[src/sv/bts_pkg.sv]
// Package: shared types and constants for the bilinear texture sampler.
`default_nettype none
package bts_pkg;
  localparam int unsigned MaxSide     = 256;
  localparam int unsigned TexelDepth  = 65536;
  localparam int unsigned ChanBits    = 16;
  localparam int unsigned AddrBits    = $clog2(TexelDepth);
  localparam int unsigned SideBits    = 9;
  localparam int unsigned CoordBits   = 20;
  localparam int unsigned FracBits    = 16;
  localparam int unsigned TexelBits   = 3 * ChanBits;
  localparam int unsigned CfgIdxBits  = 1;
  localparam logic [CfgIdxBits-1:0] RegTexWidth  = 1'b0;
  localparam logic [CfgIdxBits-1:0] RegTexHeight = 1'b1;
  localparam logic OpWrite  = 1'b0;
  localparam logic OpSample = 1'b1;
  localparam logic [ChanBits-1:0] RedOne = ChanBits'(4096);

  typedef struct packed {
    logic                        op;
    logic [15:0]                 texel_addr;
    logic [ChanBits-1:0]         in_red;
    logic [ChanBits-1:0]         in_green;
    logic [ChanBits-1:0]         in_blue;
    logic signed [CoordBits-1:0] u_coord;
    logic signed [CoordBits-1:0] v_coord;
  } in_item_t;

  typedef struct packed {
    logic [ChanBits-1:0] out_red;
    logic [ChanBits-1:0] out_green;
    logic [ChanBits-1:0] out_blue;
    logic                coord_invalid;
  } out_item_t;

  typedef struct packed {
    logic [ChanBits-1:0] r;
    logic [ChanBits-1:0] g;
    logic [ChanBits-1:0] b;
  } texel_t;
endpackage
`default_nettype wire

[src/sv/bts_lerp.sv]
// Two-stage linear blend of three channels: multiply, register, add and shift.
`default_nettype none
module bts_lerp (
  input  wire logic                           clk,
  input  wire logic                           en,
  input  wire bts_pkg::texel_t                a,
  input  wire bts_pkg::texel_t                b,
  input  wire logic [bts_pkg::FracBits-1:0]   f,
  output bts_pkg::texel_t                     q
);
  localparam int unsigned PW = bts_pkg::ChanBits + bts_pkg::FracBits + 1;
  logic [PW-1:0] pa [3];
  logic [PW-1:0] pb [3];
  logic [bts_pkg::FracBits:0] inv;
  logic [bts_pkg::ChanBits-1:0] av [3];
  logic [bts_pkg::ChanBits-1:0] bv [3];
  logic [PW:0] sum [3];

  assign inv = (bts_pkg::FracBits+1)'(1 << bts_pkg::FracBits) - {1'b0, f};
  assign av[0] = a.r; assign av[1] = a.g; assign av[2] = a.b;
  assign bv[0] = b.r; assign bv[1] = b.g; assign bv[2] = b.b;

  // products
  always_ff @(posedge clk) begin
    if (en) begin
      for (int i = 0; i < 3; i++) begin
        pa[i] <= PW'(av[i] * inv);
        pb[i] <= PW'(bv[i] * f);
      end
    end
  end

  always_comb begin
    for (int i = 0; i < 3; i++) sum[i] = {1'b0, pa[i]} + {1'b0, pb[i]};
  end

  // sum, truncate
  always_ff @(posedge clk) begin
    if (en) begin
      q.r <= sum[0][bts_pkg::FracBits +: bts_pkg::ChanBits];
      q.g <= sum[1][bts_pkg::FracBits +: bts_pkg::ChanBits];
      q.b <= sum[2][bts_pkg::FracBits +: bts_pkg::ChanBits];
    end
  end
endmodule
`default_nettype wire

[config.mk]
export PLATFORM = sky130hd
export DESIGN_NAME = bts_lerp
export DESIGN_NICKNAME = d
export VERILOG_FILES = /design/src/sv/bts_pkg.sv /design/src/sv/bts_lerp.sv
export SDC_FILE = /design/constraint.sdc
export NUM_CORES = 2
export LEC_CHECK = 0
export BUFFER_PORTS_ARGS = -buffer_cell sky130_fd_sc_hd__buf_2
export CAP_MARGIN = 5
export CELL_PAD_IN_SITES_DETAIL_PLACEMENT = 1
export CELL_PAD_IN_SITES_GLOBAL_PLACEMENT = 1
export CORE_ASPECT_RATIO = 0.8
export CORE_UTILIZATION = 47
export CTS_BUF_LIST = sky130_fd_sc_hd__clkbuf_8
export DETAILED_ROUTE_END_ITERATION = 10
export GPL_TIMING_DRIVEN = 0
export PLACE_DENSITY_LB_ADDON = 0.1
export SETUP_SLACK_MARGIN = 0.02
export SYNTH_ARGS = -nofsm -noshare
export SYNTH_HDL_FRONTEND = slang
export SYNTH_SLANG_ARGS = --single-unit
[constraint.sdc]
create_clock -name clk -period 9.1 [get_ports clk]
set_input_delay 1.82 -clock clk [delete_from_list [all_inputs] [get_ports clk]]
set_output_delay 1.82 -clock clk [all_outputs]
set_load 0.01 [all_outputs]
## Word-level counts from Yosys, hierarchy flattened

Memory sizes are Yosys's and may differ from the RTL's.
Index checks and enable logic that the tools add are counted.

- Multiplexer cells: 2
- $mul: 6
- Add/sub/neg operators: 4

Operators by type and width:

| cell | number |
|---|---|
| $mul 16x17->33 | 3 |
| $add 32x32->32 | 3 |
| $mul 16x16->32 | 3 |
| $sub 17x16->17 const A | 1 |
| $mux 1 | 2 |

- Bits in writable memories: 195
- Bits in registers: 48
- Output and inout bits: 48
- Word-level logic and storage cells: 17
- Input port bits: 114
- Memories kept: 2

Memory list:

| memory | depth | width | read ports | clocked after Yosys merged registers in | wr ports | line | RTL |
|---|---|---|---|---|---|---|---|
| pa | 3 | 33 | 3 | 0 | 3 | bts_lerp.sv:12 | `logic [PW-1:0] pa [3];` |
| pb | 3 | 32 | 3 | 0 | 3 | bts_lerp.sv:13 | `logic [PW-1:0] pb [3];` |

## Depth between registers and ports, before layout

- Word-level depth: 2
- Mapped depth: 33
- Depth with buffers taken out: 30

## Worst setup path before layout

OpenSTA, ideal clock, no wires.

- Path kind: input-to-reg
- From: input f[8] (netlist bit)
- To: memory pa[0][27] (netlist bit), data pin
- Cell stages on the path: 29
- Data arrival time: 8.890 ns
- Library setup time: 0.260 ns
- Slack: -0.050 ns
- Buffers on the path: 3
- Required time: 8.840 ns
- Path through: clkbuf_1 -> or4_4 -> nor4_1 -> nand2b_1 -> nor3_1 -> xnor2_1 -> clkbuf_1 -> clkbuf_1 -> nand2_1 -> fa_1 -> fa_1 -> inv_1 -> fa_1 -> fa_1 -> fa_1 -> inv_1 -> fa_1 -> inv_1 -> ha_1 -> a21o_1 -> a21o_1 -> a21o_1 -> a21oi_1 -> o21bai_1 -> a221o_1 -> a21o_1 -> a21o_1 -> a21oi_1 -> xnor2_1

RTL lines:

| item | line | RTL |
|---|---|---|
| from (decl) | bts_lerp.sv:8 | `input wire logic [bts_pkg::FracBits-1:0] f,` |
| to (decl) | bts_lerp.sv:12 |  |

==> impl_metrics.env <==
export IMPL_syn_area_sq_um=61410
export IMPL_hold_violations=0
export IMPL_die_x_microns=406.1
export IMPL_finalCriticalPeriod_ps=8980
export IMPL_synth_warnings=0
export IMPL_yosysSeqAreaShare_pct=11.74
export IMPL_grt_setup_unrepaired="true"
export IMPL_core_sq_um=129500
export IMPL_synth_top_area_cell="fa_1"
export IMPL_dp_slack_ps=-2755
export IMPL_outcome="complete, no violations"
export IMPL_grt_total_usage_pct=31.82
export IMPL_clockRootBuffer="clkbuf_8"
export IMPL_cts_num_sinks=240
export IMPL_syn_num_nets=8606
export IMPL_hp_start="pb[0][63]"
export IMPL_cts_inserted_buffers=38
export IMPL_r2r_slack_ps=5540
export IMPL_antenna_found_initial=32
export IMPL_min_path_type="register to register"
export IMPL_place_congestion=0.9259
export IMPL_endpoint_kind="register"
export IMPL_tritoncts="built"
export IMPL_grt_max_degree=122
export IMPL_cp_slowest_cell="or4_4"
export IMPL_synth_ff_type="edfxtp_1"
export IMPL_vias=46150
export IMPL_min_path_cells=2
export IMPL_cap_violations=0
export IMPL_synth_edf_count=240
export IMPL_path_common_cell="fa_1"
export IMPL_fin_util_pct=51.42
export IMPL_finalNetCount=8837
export IMPL_fillers=14960
export IMPL_clock_skew_final_ps=48.77
export IMPL_start_kind="input pin"
export IMPL_crit_path_max_incr_delay_ps=580
export IMPL_crit_fanout=10
export IMPL_wl_per_cell_microns=23.66
export IMPL_mostFrequentLayoutCells="inv_1 (1,464), fa_1 (1,195), nand2_1 (1,027), ha_1 (697), and2_1 (612)"
export IMPL_timing_rr_end="q[44]"
export IMPL_cts_htree_levels=2
export IMPL_dp_hpwl_microns=171200
export IMPL_min_to="q[31]"
export IMPL_wl_microns=203300
export IMPL_post_route_period_util_pct=98.68
export IMPL_synth_top_cells_by_area="fa_1 (39%), ha_1 (14%), edfxtp_1 (12%), inv_1 (8.9%), nand2_1 (6.3%)"
export IMPL_setup_slack_ps=120.2
export IMPL_final_common_cell="inv_1"
export IMPL_synth_seq_cells=240
export IMPL_remaining_drc_errors=0
export IMPL_critPathKind="input pin to register"
export IMPL_grt_first_pass_wirelength_microns=314200
export IMPL_multi_input_area_sq_um=48280
export IMPL_drv_slew=0
export IMPL_globalRouteOverflowTotal=0
export IMPL_ys_async_sr_fraction_pct=0
export IMPL_setup_viol=0
export IMPL_syn_inst=6583
export IMPL_ant_nets=0
export IMPL_num_rows=118
export IMPL_maxSlewHeadroom_pct=7.362
export IMPL_fmax_mhz=111.4
export IMPL_cp_arrival_ps=9250
export IMPL_initial_utilization_pct=47.43
export IMPL_register_area_sq_um=7207
export IMPL_worst_ep_required_time_ps=9370
export IMPL_area_delta_synth_final_pct=8.427
export IMPL_avgViaCountPerCell=5.371
export IMPL_yosys_area_top_type_share_pct=39.22
export IMPL_drive_gt1_share_pct=6.622
export IMPL_io_pins=162
export IMPL_firstDrtPassIters=5
export IMPL_clkLatencyLatePin_ps=610
export IMPL_path_buf_inv=5
export IMPL_grt_pass1_vias=50860
export IMPL_die_h_microns=325.3
export IMPL_r2r_start="pa[0][4]"
export IMPL_worst_pin_slew_ps=1390
export IMPL_port_buffers=145
export IMPL_avgSynthCellArea_sq_um=9.328
export IMPL_critPathTopFamily="adder cells"
export IMPL_r2r_cells=10
export IMPL_cts_buffer_depth=3
export IMPL_dieArea_sq_um=132100
export IMPL_clk_pin_slew_ps=60
export IMPL_drt_initial_drc_count=2841
export IMPL_synth_cell_types=75
[registers in the layout (all words and copies together), names as in the netlist]
signal and flops:
pa 96, pb 96, q 48
[per-layer routing]
metal	GRT usage [%]	vias to the layer above	part of all wire [%]
met5	0	-	0.063
met1	44.92	23960	44
met2	50.57	1474	46
li1	-	20400	-
met3	6.028	295	7.8
met4	7.268	20	2.6
[tightest hold or removal path, stage by stage, from the launching register on]
cell	delay (ps)
edfxtp_1	340
xor2_1	80
xnor2_1	150
[stage by stage]
step                TNS (ps)  area, sq um  instances  hold WS (ps)
global placement     -124500        64310       8468         639.1
CTS                   -187.5        66080       8560         691.3
floorplan                  0        61410       6583         620.2
finish                     0        66580       8593         673.9
global route          -184.8        66560       8582         714.8
detailed placement   -134590        64350       8469         646.6
[kinds of logic (layout without fill, tap and decap cells)]
logic type	count (synthesis)	after routing	synth area share (%)
and+or+nand+nor	1974	1974	15.37
buffers and inverters	1738	1996	10.63
adders and majority gates	1909	1909	53.60
DFF	240	240	11.74
xor gates and xnor gates	225	225	3.209
AOI/OAI and AO/OA	497	497	5.456
other	0	12	0
[cells in the mapped netlist (14+ instances only)]
cell type and count:
inv_1 1456, fa_1 1203, nand2_1 1027, ha_1 706, and2_1 612, clkbuf_1 272
edfxtp_1 240, a21oi_1 163, xnor2_1 162, nor2_1 118, a21o_1 78, o21ai_0 77
xor2_1 63, nor3_1 42, and3_1 41, o21a_1 37, nand3_1 30, o21bai_1 27
nand2b_1 24, nor2b_1 17, nand4_1 15, a211oi_1 14
[worst max-delay path by stage]
stage	from	to	slack, ps	cells after the start
2_1_floorplan	f[8]	pa[0][27]	40	29
5_1_grt	f[7]	pa[0][97]	-80	26
4_1_cts	f[7]	pa[0][96]	-70	29
3_3_place_gp	f[6]	pa[0][64]	-2670	29
3_5_place_dp	f[6]	pa[0][96]	-2760	29
6_report	f[7]	pa[0][97]	120	26
[cell type report]
class | instances | area share (%)
Tap cell | 1740 | 3.270
Multi-Input combinational cell | 4605 | 72.51
Antenna cell | 12 | 0.04510
Clock buffer | 39 | 0.8061
Inverter | 1456 | 8.208
Sequential cell | 240 | 10.82
Clock inverter | 28 | 0.2725
Buffer | 280 | 2.336
Timing Repair Buffer | 193 | 1.731
[what timing repair did]
item	4_1_cts	5_1_grt
setup buffers	26	21
endpoints found under the setup margin	82	37
hold buffers	0	0
resized for setup	216	126
pin swaps	22	27
Power is not shown: default switching activity piles up to over one toggle a cycle in this logic, so the estimate is an artifact.
